## config.mk

```make
export PLATFORM = sky130hd
export DESIGN_NAME = lcd_rotating_digit_registers
export DESIGN_NICKNAME = d
export VERILOG_FILES = /design/src/hdl/lcdrd_pkg.sv /design/src/hdl/lcdrd_cell.sv /design/src/hdl/lcdrd_seq.sv /design/src/hdl/lcd_rotating_digit_registers.sv
export SDC_FILE = /design/constraint.sdc
export NUM_CORES = 1
export LEC_CHECK = 0
export BUFFER_PORTS_ARGS = -buffer_cell sky130_fd_sc_hd__buf_2
export CORE_MARGIN = 4
export CORE_UTILIZATION = 55
export CTS_BUF_LIST = sky130_fd_sc_hd__clkbuf_8 sky130_fd_sc_hd__clkbuf_16
export DETAILED_ROUTE_END_ITERATION = 7
export PLACE_DENSITY = 0.74
export SETUP_SLACK_MARGIN = 0.3
export SLEW_MARGIN = 30
export SYNTH_ARGS = -nofsm -noshare
export SYNTH_HDL_FRONTEND = slang
export SYNTH_HIERARCHICAL = 1
export SYNTH_SLANG_ARGS = --single-unit
```

## constraint.sdc

```tcl
create_clock -name clk -period 5.8 [get_ports clk]
set_input_delay 0.29 -clock clk [delete_from_list [all_inputs] [get_ports clk]]
set_output_delay 0.29 -clock clk [all_outputs]
set_load 0.005 [all_outputs]
```

## src/hdl/lcdrd_pkg.sv

```systemverilog
`timescale 1ns / 1ps

package lcdrd_pkg;

  // opcodes of the input word
  typedef enum logic [1:0] {
    OP_READ  = 2'd0,
    OP_WRITE = 2'd1,
    OP_ANN   = 2'd2,
    OP_NONE  = 2'd3
  } opcode_t;

  // read form that returns the annunciators instead of digits
  localparam logic [3:0] SUB_ANN_READ = 4'd5;

  // number of nibbles in a data word
  localparam int unsigned NIBBLES = 12;

  // sequencer states
  typedef enum logic [1:0] {
    ST_IDLE,
    ST_RUN,
    ST_HOLD
  } state_t;

  // register group, digit count and direction of one access form
  typedef struct packed {
    logic       en_a;
    logic       en_b;
    logic       en_c;
    logic [3:0] cnt;
    logic       left;
  } form_t;

  // per-cycle control of the digit cells
  typedef struct packed {
    logic en_a;
    logic en_b;
    logic en_c;
    logic take_low;
  } cell_ctrl_t;

  // sequencer to chain: shift control and digits to insert
  typedef struct packed {
    cell_ctrl_t chain;
    logic       is_write;
    logic [3:0] wv_a;
    logic [3:0] wv_b;
    logic       wv_c;
  } seq_ctrl_t;

  // one digit of each register, as seen at an end of the chain
  typedef struct packed {
    logic [3:0] a;
    logic [3:0] b;
    logic       c;
  } tap_t;

  function automatic form_t mk_form(input logic a, input logic b, input logic c,
                                    input logic [3:0] cnt, input logic left);
    form_t f;
    f.en_a = a;
    f.en_b = b;
    f.en_c = c;
    f.cnt  = cnt;
    f.left = left;
    return f;
  endfunction

  // read forms
  function automatic form_t read_form(input logic [3:0] sub);
    form_t f;
    case (sub)
      4'd0:    f = mk_form(1'b1, 1'b0, 1'b0, 4'd12, 1'b1);
      4'd1:    f = mk_form(1'b0, 1'b1, 1'b0, 4'd12, 1'b1);
      4'd2:    f = mk_form(1'b0, 1'b0, 1'b1, 4'd12, 1'b1);
      4'd3:    f = mk_form(1'b1, 1'b1, 1'b0, 4'd6,  1'b1);
      4'd4:    f = mk_form(1'b1, 1'b1, 1'b1, 4'd4,  1'b1);
      4'd6:    f = mk_form(1'b0, 1'b0, 1'b1, 4'd1,  1'b1);
      4'd7:    f = mk_form(1'b1, 1'b0, 1'b0, 4'd1,  1'b0);
      4'd8:    f = mk_form(1'b0, 1'b1, 1'b0, 4'd1,  1'b0);
      4'd9:    f = mk_form(1'b0, 1'b0, 1'b1, 4'd1,  1'b0);
      4'd10:   f = mk_form(1'b1, 1'b0, 1'b0, 4'd1,  1'b1);
      4'd11:   f = mk_form(1'b0, 1'b1, 1'b0, 4'd1,  1'b1);
      4'd12:   f = mk_form(1'b1, 1'b1, 1'b0, 4'd1,  1'b0);
      4'd13:   f = mk_form(1'b1, 1'b1, 1'b0, 4'd1,  1'b1);
      4'd14:   f = mk_form(1'b1, 1'b1, 1'b1, 4'd1,  1'b0);
      4'd15:   f = mk_form(1'b1, 1'b1, 1'b1, 4'd1,  1'b1);
      default: f = mk_form(1'b0, 1'b0, 1'b0, 4'd0,  1'b0);
    endcase
    return f;
  endfunction

  // write forms
  function automatic form_t write_form(input logic [3:0] sub);
    form_t f;
    case (sub)
      4'd0:    f = mk_form(1'b1, 1'b0, 1'b0, 4'd12, 1'b1);
      4'd1:    f = mk_form(1'b0, 1'b1, 1'b0, 4'd12, 1'b1);
      4'd2:    f = mk_form(1'b0, 1'b0, 1'b1, 4'd12, 1'b1);
      4'd3:    f = mk_form(1'b1, 1'b1, 1'b0, 4'd6,  1'b1);
      4'd4:    f = mk_form(1'b1, 1'b1, 1'b1, 4'd4,  1'b1);
      4'd5:    f = mk_form(1'b1, 1'b1, 1'b0, 4'd6,  1'b0);
      4'd6:    f = mk_form(1'b1, 1'b1, 1'b1, 4'd4,  1'b0);
      4'd7:    f = mk_form(1'b1, 1'b0, 1'b0, 4'd1,  1'b1);
      4'd8:    f = mk_form(1'b0, 1'b1, 1'b0, 4'd1,  1'b1);
      4'd9:    f = mk_form(1'b0, 1'b0, 1'b1, 4'd1,  1'b1);
      4'd10:   f = mk_form(1'b1, 1'b0, 1'b0, 4'd1,  1'b0);
      4'd11:   f = mk_form(1'b0, 1'b1, 1'b0, 4'd1,  1'b0);
      4'd12:   f = mk_form(1'b1, 1'b1, 1'b0, 4'd1,  1'b1);
      4'd13:   f = mk_form(1'b1, 1'b1, 1'b0, 4'd1,  1'b0);
      4'd14:   f = mk_form(1'b1, 1'b1, 1'b1, 4'd1,  1'b1);
      default: f = mk_form(1'b1, 1'b1, 1'b1, 4'd1,  1'b0);
    endcase
    return f;
  endfunction

endpackage

```

## src/hdl/lcdrd_cell.sv

```systemverilog
`timescale 1ns / 1ps

module lcdrd_cell
  import lcdrd_pkg::*;
(
  input  logic       clk,
  input  logic       rst,
  input  cell_ctrl_t ctrl,
  input  tap_t       lo,
  input  tap_t       hi,
  output tap_t       q
);

  tap_t q_next;

  // take the neighbor below when shifting up, the one above when shifting down
  always_comb begin
    q_next = q;
    if (ctrl.en_a) q_next.a = ctrl.take_low ? lo.a : hi.a;
    if (ctrl.en_b) q_next.b = ctrl.take_low ? lo.b : hi.b;
    if (ctrl.en_c) q_next.c = ctrl.take_low ? lo.c : hi.c;
  end

  always_ff @(posedge clk) begin
    if (rst) begin
      q <= '0;
    end else begin
      q <= q_next;
    end
  end

endmodule

```

## src/hdl/lcdrd_seq.sv

```systemverilog
`timescale 1ns / 1ps

module lcdrd_seq
  import lcdrd_pkg::*;
(
  input  logic        clk,
  input  logic        rst,
  input  logic        in_valid,
  output logic        in_ready,
  input  logic [1:0]  opcode,
  input  logic [3:0]  sub_op,
  input  logic [47:0] write_data,
  output logic        out_valid,
  input  logic        out_ready,
  output logic [47:0] read_data,
  input  tap_t        top_tap,
  input  tap_t        bot_tap,
  output seq_ctrl_t   ctrl
);

  state_t      state, state_next;
  form_t       form;
  form_t       new_form;
  logic        is_write;
  logic [3:0]  cnt;
  logic [3:0]  pos;
  logic [47:0] wsh;
  logic [47:0] acc;
  logic [11:0] annunciators;

  logic        accept;
  logic        running;
  logic        deliver;
  logic [1:0]  n_grp;
  logic [3:0]  pa, pb, pc;
  logic [3:0]  va, vb, vc;
  logic [3:0]  wc_nib;

  assign accept  = in_valid && in_ready;
  assign running = (state == ST_RUN);
  assign deliver = (state == ST_HOLD) && (!out_valid || out_ready);

  // form of the word being offered
  assign new_form = (opcode == OP_WRITE) ? write_form(sub_op) : read_form(sub_op);

  // nibble positions of this step, groups in a, b, c order
  assign n_grp = 2'(form.en_a) + 2'(form.en_b) + 2'(form.en_c);
  assign pa    = pos;
  assign pb    = pos + 4'(form.en_a);
  assign pc    = pos + 4'(form.en_a) + 4'(form.en_b);

  // digits leaving the chain on a read
  assign va = form.left ? top_tap.a : bot_tap.a;
  assign vb = form.left ? top_tap.b : bot_tap.b;
  assign vc = {3'b000, form.left ? top_tap.c : bot_tap.c};

  // digit for c sits after those used by a and b
  always_comb begin
    case ({1'b0, form.en_a} + {1'b0, form.en_b})
      2'd0:    wc_nib = wsh[3:0];
      2'd1:    wc_nib = wsh[7:4];
      default: wc_nib = wsh[11:8];
    endcase
  end

  // next state and chain control
  always_comb begin
    state_next = state;
    in_ready   = (state == ST_IDLE);
    ctrl.chain.en_a     = running && form.en_a;
    ctrl.chain.en_b     = running && form.en_b;
    ctrl.chain.en_c     = running && form.en_c;
    ctrl.chain.take_low = is_write ? !form.left : form.left;
    ctrl.is_write       = is_write;
    ctrl.wv_a           = wsh[3:0];
    ctrl.wv_b           = form.en_a ? wsh[7:4] : wsh[3:0];
    ctrl.wv_c           = wc_nib[0];
    case (state)
      ST_IDLE: begin
        if (accept && opcode == OP_READ) begin
          state_next = (sub_op == SUB_ANN_READ) ? ST_HOLD : ST_RUN;
        end else if (accept && opcode == OP_WRITE) begin
          state_next = ST_RUN;
        end
      end
      ST_RUN: begin
        if (cnt == 4'd1) state_next = is_write ? ST_IDLE : ST_HOLD;
      end
      ST_HOLD: begin
        if (deliver) state_next = ST_IDLE;
      end
      default: state_next = ST_IDLE;
    endcase
  end

  always_ff @(posedge clk) begin
    if (rst) begin
      state <= ST_IDLE;
    end else begin
      state <= state_next;
    end
  end

  // annunciator register
  always_ff @(posedge clk) begin
    if (rst) begin
      annunciators <= '0;
    end else if (accept && opcode == OP_ANN) begin
      annunciators <= write_data[11:0];
    end
  end

  // word setup at accept, then one step per cycle
  always_ff @(posedge clk) begin
    if (accept) begin
      is_write <= (opcode == OP_WRITE);
      form     <= new_form;
      cnt      <= new_form.cnt;
      pos      <= '0;
      wsh      <= write_data;
      acc      <= (sub_op == SUB_ANN_READ) ? {36'd0, annunciators} : '0;
    end else if (running) begin
      cnt <= cnt - 4'd1;
      pos <= pos + 4'(n_grp);
      case (n_grp)
        2'd1:    wsh <= {4'd0, wsh[47:4]};
        2'd2:    wsh <= {8'd0, wsh[47:8]};
        default: wsh <= {12'd0, wsh[47:12]};
      endcase
      if (!is_write) begin
        if (form.en_a && pa < 4'(NIBBLES)) acc[{pa, 2'b00} +: 4] <= va;
        if (form.en_b && pb < 4'(NIBBLES)) acc[{pb, 2'b00} +: 4] <= vb;
        if (form.en_c && pc < 4'(NIBBLES)) acc[{pc, 2'b00} +: 4] <= vc;
      end
    end
  end

  // output register
  always_ff @(posedge clk) begin
    if (rst) begin
      out_valid <= 1'b0;
    end else if (deliver) begin
      out_valid <= 1'b1;
    end else if (out_ready) begin
      out_valid <= 1'b0;
    end
  end

  always_ff @(posedge clk) begin
    if (deliver) read_data <= acc;
  end

endmodule

```

## src/hdl/lcd_rotating_digit_registers.sv

```systemverilog
`timescale 1ns / 1ps

// Display digit registers with rotating access.
// Input channel (in_valid/in_ready) carries one word: opcode, sub_op and
// write_data. opcode read returns one read_data word on the output channel
// (out_valid/out_ready); digit writes, annunciator writes and the unused
// opcode return nothing.
// The digits live in a row of DIGITS cells, each holding one digit of A, B
// and C; every step of an access shifts the selected registers by one cell,
// with the chain ends wrapping around on reads and taking the new digit on
// writes.
// Sequencing: a digit access is accepted, then runs one step per cycle
// (1, 4, 6 or 12 steps); a read then waits in the hold state to load the
// output register. Annunciator writes finish on accept; annunciator reads go straight to the hold state.
// Throughput: one word at a time; in_ready is high only while the
// sequencer is idle. A finished read waits in the sequencer while a
// previous result still sits in the output register, so a stalled receiver
// holds off further input after at most one pending result.
// Reset clears all digits, the annunciators, the sequencer state and out_valid.
module lcd_rotating_digit_registers
  import lcdrd_pkg::*;
#(
  parameter int DIGITS = 12
) (
  input  logic        clk,
  input  logic        rst,
  input  logic        in_valid,
  output logic        in_ready,
  input  logic [1:0]  opcode,
  input  logic [3:0]  sub_op,
  input  logic [47:0] write_data,
  output logic        out_valid,
  input  logic        out_ready,
  output logic [47:0] read_data
);

  seq_ctrl_t ctrl;
  tap_t      cell_q [DIGITS];
  tap_t      wrap_lo;
  tap_t      wrap_hi;
  tap_t      wv;

  // sequencer
  lcdrd_seq u_seq (
    .clk        (clk),
    .rst        (rst),
    .in_valid   (in_valid),
    .in_ready   (in_ready),
    .opcode     (opcode),
    .sub_op     (sub_op),
    .write_data (write_data),
    .out_valid  (out_valid),
    .out_ready  (out_ready),
    .read_data  (read_data),
    .top_tap    (cell_q[DIGITS-1]),
    .bot_tap    (cell_q[0]),
    .ctrl       (ctrl)
  );

  // chain ends: wrap on reads, new digit on writes
  assign wv.a    = ctrl.wv_a;
  assign wv.b    = ctrl.wv_b;
  assign wv.c    = ctrl.wv_c;
  assign wrap_lo = ctrl.is_write ? wv : cell_q[DIGITS-1];
  assign wrap_hi = ctrl.is_write ? wv : cell_q[0];

  // row of digit cells
  for (genvar i = 0; i < DIGITS; i++) begin : g_cell
    tap_t lo;
    tap_t hi;
    if (i == 0) begin : g_lo_end
      assign lo = wrap_lo;
    end else begin : g_lo_mid
      assign lo = cell_q[i-1];
    end
    if (i == DIGITS - 1) begin : g_hi_end
      assign hi = wrap_hi;
    end else begin : g_hi_mid
      assign hi = cell_q[i+1];
    end
    lcdrd_cell u_cell (
      .clk  (clk),
      .rst  (rst),
      .ctrl (ctrl.chain),
      .lo   (lo),
      .hi   (hi),
      .q    (cell_q[i])
    );
  end

endmodule

```

==> parameters.txt <==
Parameter                              Value

Run status
  Run status ... finished, final reports clean

Yosys
  Count of warnings emitted by yosys ... 6
  Syn Std Cell Area ... 0.0149 mm^2
  Post-synth cell types ... 82
  Top flip-flop cell by instance count after synthesis ... sky130_fd_sc_hd__edfxtp_1
  Fraction of synthesis flops using an asynchronous set or reset pin ... 0%
  Flip-flop and latch count after synthesis ... 280
  Portion of the post-synthesis area used by sequential elements ... 47.8%
  Post-synthesis area per instance ... 10.2 um^2
  Share of the synthesized area in the top cell type ... 30.8%
  Cells after Synth ... 1456
  Net count after synthesis ... 1538
  Most area-hungry cell type in the Yosys netlist ... sky130_fd_sc_hd__edfxtp_1
  Number of enable-type register cells in the synthesized netlist ... 153
  Main area contributors after synthesis ... sky130_fd_sc_hd__edfxtp_1 (31%), sky130_fd_sc_hd__dfxtp_1 (17%), sky130_fd_sc_hd__mux2i_1 (11%), sky130_fd_sc_hd__a211oi_1 (6.6%), sky130_fd_sc_hd__nor2_1 (5.0%)

Timing
  Minimum clock period after layout ... 3970 ps
  Fmax achieved ... 252 MHz
  Final worst clock skew ... 21.2 ps
  Final setup viols ... 0
  Worst-case setup margin in the final layout ... 1830 ps
  Number of pins exceeding their max-slew limit in the final report ... 0
  Count of endpoints failing hold in the final timing report ... 0
  Final setup TNS ... 0 ps
  Max-slew headroom ... 37.8%
  Setup repair after global routing missed its margin ... false
  Period utilization ... 68.4%
  Worst Max-Slew Pin Slew ... 925 ps

Worst setup path
  Element type at the critical path end ... flop
  Source of the worst register-to-register timing path ... u_seq/form[7]$_DFFE_PP_
  CP max stage cell ... sky130_fd_sc_hd__edfxtp_1
  Crit path launch type ... flop
  Critical path cell sequence ... ha_1 -> ha_1 -> ha_1 -> inv_1 -> ha_1 -> nand3b_1 -> or3_1 -> o221ai_1 -> o21ai_1
  Critical path peak fanout ... 17
  WP data arrival ... 4250 ps
  Length in cells of the worst reg-to-reg path ... 9
  Register-to-register path setup slack ... 1830 ps
  Worst flop-to-flop path endpoint ... u_seq/acc[32]$_SDFFCE_PP0P_
  Slowest cell delay on critical path ... 650 ps
  Cell type with the highest occurrence count on the critical path ... sky130_fd_sc_hd__ha_1
  CP Class ... flop to flop
  Data required time at the worst endpoint ... 6090 ps

Floorplanning
  Die Width ... 173 um
  Core Rows ... 60
  Core Footprint ... 0.0268 mm^2
  Die span in y ... 173 um
  Number of ports placed on the die boundary ... 108
  Die footprint ... 0.0298 mm^2
  Effective utilization at floorplan ... 55.7%

Detailed routing
  ANT nets after route ... 0
  Final wirelength ... 35800 um
  Overall via count from detail_route ... 11400
  Detail-routed net length per standard cell ... 19.1 um
  Detailed Route Iter0 Violations ... 1062
  Post-detailed-route DRC marker count ... 0
  DR vias/cell ... 6.08
  Number of search-and-repair iterations in the first detailed-routing pass ... 6

Global route
  Congestion Overflow GR ... 0
  Overall fraction of global-route tracks in use ... 22.8%
  Antenna violations before repair ... 2
  Vias in the first global route ... 10700
  Largest net degree at the start of global routing ... 80
  Wire length of the first global-routing pass ... 57100 um

Place
  Detailed-placement wirelength estimate ... 24300 um
  Placement-stage worst setup slack ... 1910 ps
  Routability cong. ... 0.941
  Port-buffer cells ... 107

Clock tree
  Clock latency on the worst-skew pair ... 560 ps
  Clock buffers created by TritonCTS ... 30
  Deepest level of the CTS H-tree ... 1
  CTS Root Buffer Type ... sky130_fd_sc_hd__clkbuf_16
  Number of clock sinks ... 280
  Setup bufs post-CTS ... 0
  CTS tree ... built
  CTS Buffer Depth ... 3
  Clock transition at the registers of the reported paths ... 60 ps

Pwr
  Leakage power total ... 6.29 nW
  Power Density ... 340 mW/mm^2
  Max VDD drop ... 0.000273 V

Layout
  Fraction of final layout cells sized beyond drive strength 1 ... 16.4%
  Count of antenna diodes in the layout ... 0
  Most frequent cells in the layout ... sky130_fd_sc_hd__nor2_1 (196), sky130_fd_sc_hd__mux2i_1 (162), sky130_fd_sc_hd__edfxtp_1 (153)
  Final net count ... 1595
  Synth-to-Final Area Change ... 11.8%
  Most frequent standard cell in the layout excluding fill and tap cells ... sky130_fd_sc_hd__nor2_1

Worst hold path
  Type of the most critical hold path ... primary input to flop
  Hold path endpoint ... u_seq/wsh[41]$_DFFE_PP_
  Hold path startpoint ... write_data[41]
  Hold path depth ... 3

Flow run
  Max-capacitance violation count ... 0
cell usage after synthesis, types with 13 or more instances:
library cell and count:
sky130_fd_sc_hd__nor2_1 198, sky130_fd_sc_hd__a211oi_1 132, sky130_fd_sc_hd__dfxtp_1 127, sky130_fd_sc_hd__edfxtp_1 153, sky130_fd_sc_hd__a21oi_1 74, sky130_fd_sc_hd__nor3_1 22, sky130_fd_sc_hd__nand3_1 15, sky130_fd_sc_hd__buf_1 42
sky130_fd_sc_hd__mux2_2 35, sky130_fd_sc_hd__o21ai_0 53, sky130_fd_sc_hd__a22oi_1 43, sky130_fd_sc_hd__ha_1 22, sky130_fd_sc_hd__clkbuf_1 38, sky130_fd_sc_hd__inv_1 23, sky130_fd_sc_hd__nand2_1 106, sky130_fd_sc_hd__buf_6 14
sky130_fd_sc_hd__mux2i_1 162, sky130_fd_sc_hd__nor2b_1 13
timing repair:
| action | 4_1_cts | 5_1_grt |
|---|---|---|
| hold endpoints to repair | 11 | 0 |
| resized for setup | 0 | 0 |
| hold buffers | 11 | 0 |
power breakdown:
group / internal [mW] / switching, mW / leakage (nW) / total [mW]
combinational: 0.486 / 0.725 / 3.24 / 1.21
sequential: 2.35 / 0.172 / 2.53 / 2.53
clock: 1.16 / 0.777 / 0.519 / 1.94
cells by family (layout without fill, tap and decap cells):
logic type / Yosys count / in the layout / synth area share, %
buf+inv: 137 / 216 / 4.57
simple gates: 426 / 426 / 13.1
fa+ha+maj: 24 / 24 / 2.11
mux: 209 / 209 / 14.7
flops: 280 / 280 / 47.8
xor+xnor: 13 / 13 / 0.906
compound gates: 367 / 367 / 16.8
layout make-up:
| type | count | area [um^2] |
|---|---|---|
| Fill cell | 2166 | 10100 |
| Multi-Input combinational cell | 1039 | 7170 |
| Sequential cell | 280 | 7140 |
| Timing Repair Buffer | 138 | 851 |
| Clock buffer | 36 | 845 |
| Tap cell | 341 | 427 |
| Clock inverter | 18 | 161 |
| Inverter | 24 | 90.1 |
state kept, by name, summed over array words and instances (netlist names):
| name | count |
|---|---|
| u_seq/pa | 4 |
| u_seq/wsh | 48 |
| g_cell.u_cell/q | 108 |
| u_seq/is_write | 1 |
| u_seq/annunciators | 12 |
| u_seq/out_valid | 1 |
| u_seq/state | 2 |
| u_seq/cnt | 4 |
| u_seq/read_data | 48 |
| u_seq/form | 4 |
| u_seq/acc | 48 |
how the worst max path moves through the flow:
stage	from	to	slack [ps]	cells after the start
6_report	u_seq/form[7]$_DFFE_PP_	u_seq/acc[32]$_SDFFCE_PP0P_	1830	9
5_1_grt	u_seq/form[7]$_DFFE_PP_	u_seq/acc[8]$_DFFE_PP_	1610	9
4_1_cts	u_seq/form[7]$_DFFE_PP_	u_seq/acc[32]$_SDFFCE_PP0P_	1910	9
3_5_place_dp	u_seq/form[7]$_DFFE_PP_	u_seq/acc[32]$_SDFFCE_PP0P_	1910	9
3_3_place_gp	u_seq/form[7]$_DFFE_PP_	u_seq/acc[32]$_SDFFCE_PP0P_	2030	9
2_1_floorplan	u_seq/state[1]$_SDFFE_PP0P_	u_seq/acc[0]$_DFFE_PP_	1210	3
metal layers:
| layer | GRT usage, % | share of wire, % |
|---|---|---|
| met1 | 32.9 | 45 |
| met2 | 35.7 | 45 |
| met3 | 4.68 | 7.9 |
| met5 | 0 | 0.056 |
| met4 | 5.45 | 2.1 |
stage by stage:
step	instance area, um^2	instances	util (%)	hold slack [ps]	power, mW
final	16700	1876	62.2	22.3	5.67
after global routing	16700	1876	62.2	8.77	5.94
after CTS	16700	1875	62.1	0.799	5.69
after detailed placement	15500	1810	58.0	438	3.75
after global placement	15500	1809	57.8	433	3.70
after floorplan	14900	1456	-	359	3.47
worst max-delay path: cells and delay by family, from the launching register on:
kind                     cells  cell delay [ps]
AO/OA/AOI/OAI                2              570
adder cells (fa/ha/maj)      4             1560
buffers and inverters        1              180
flip-flops                   1              650
AND/OR/NAND/NOR              2              720
(Power assumes the default switching activity.)
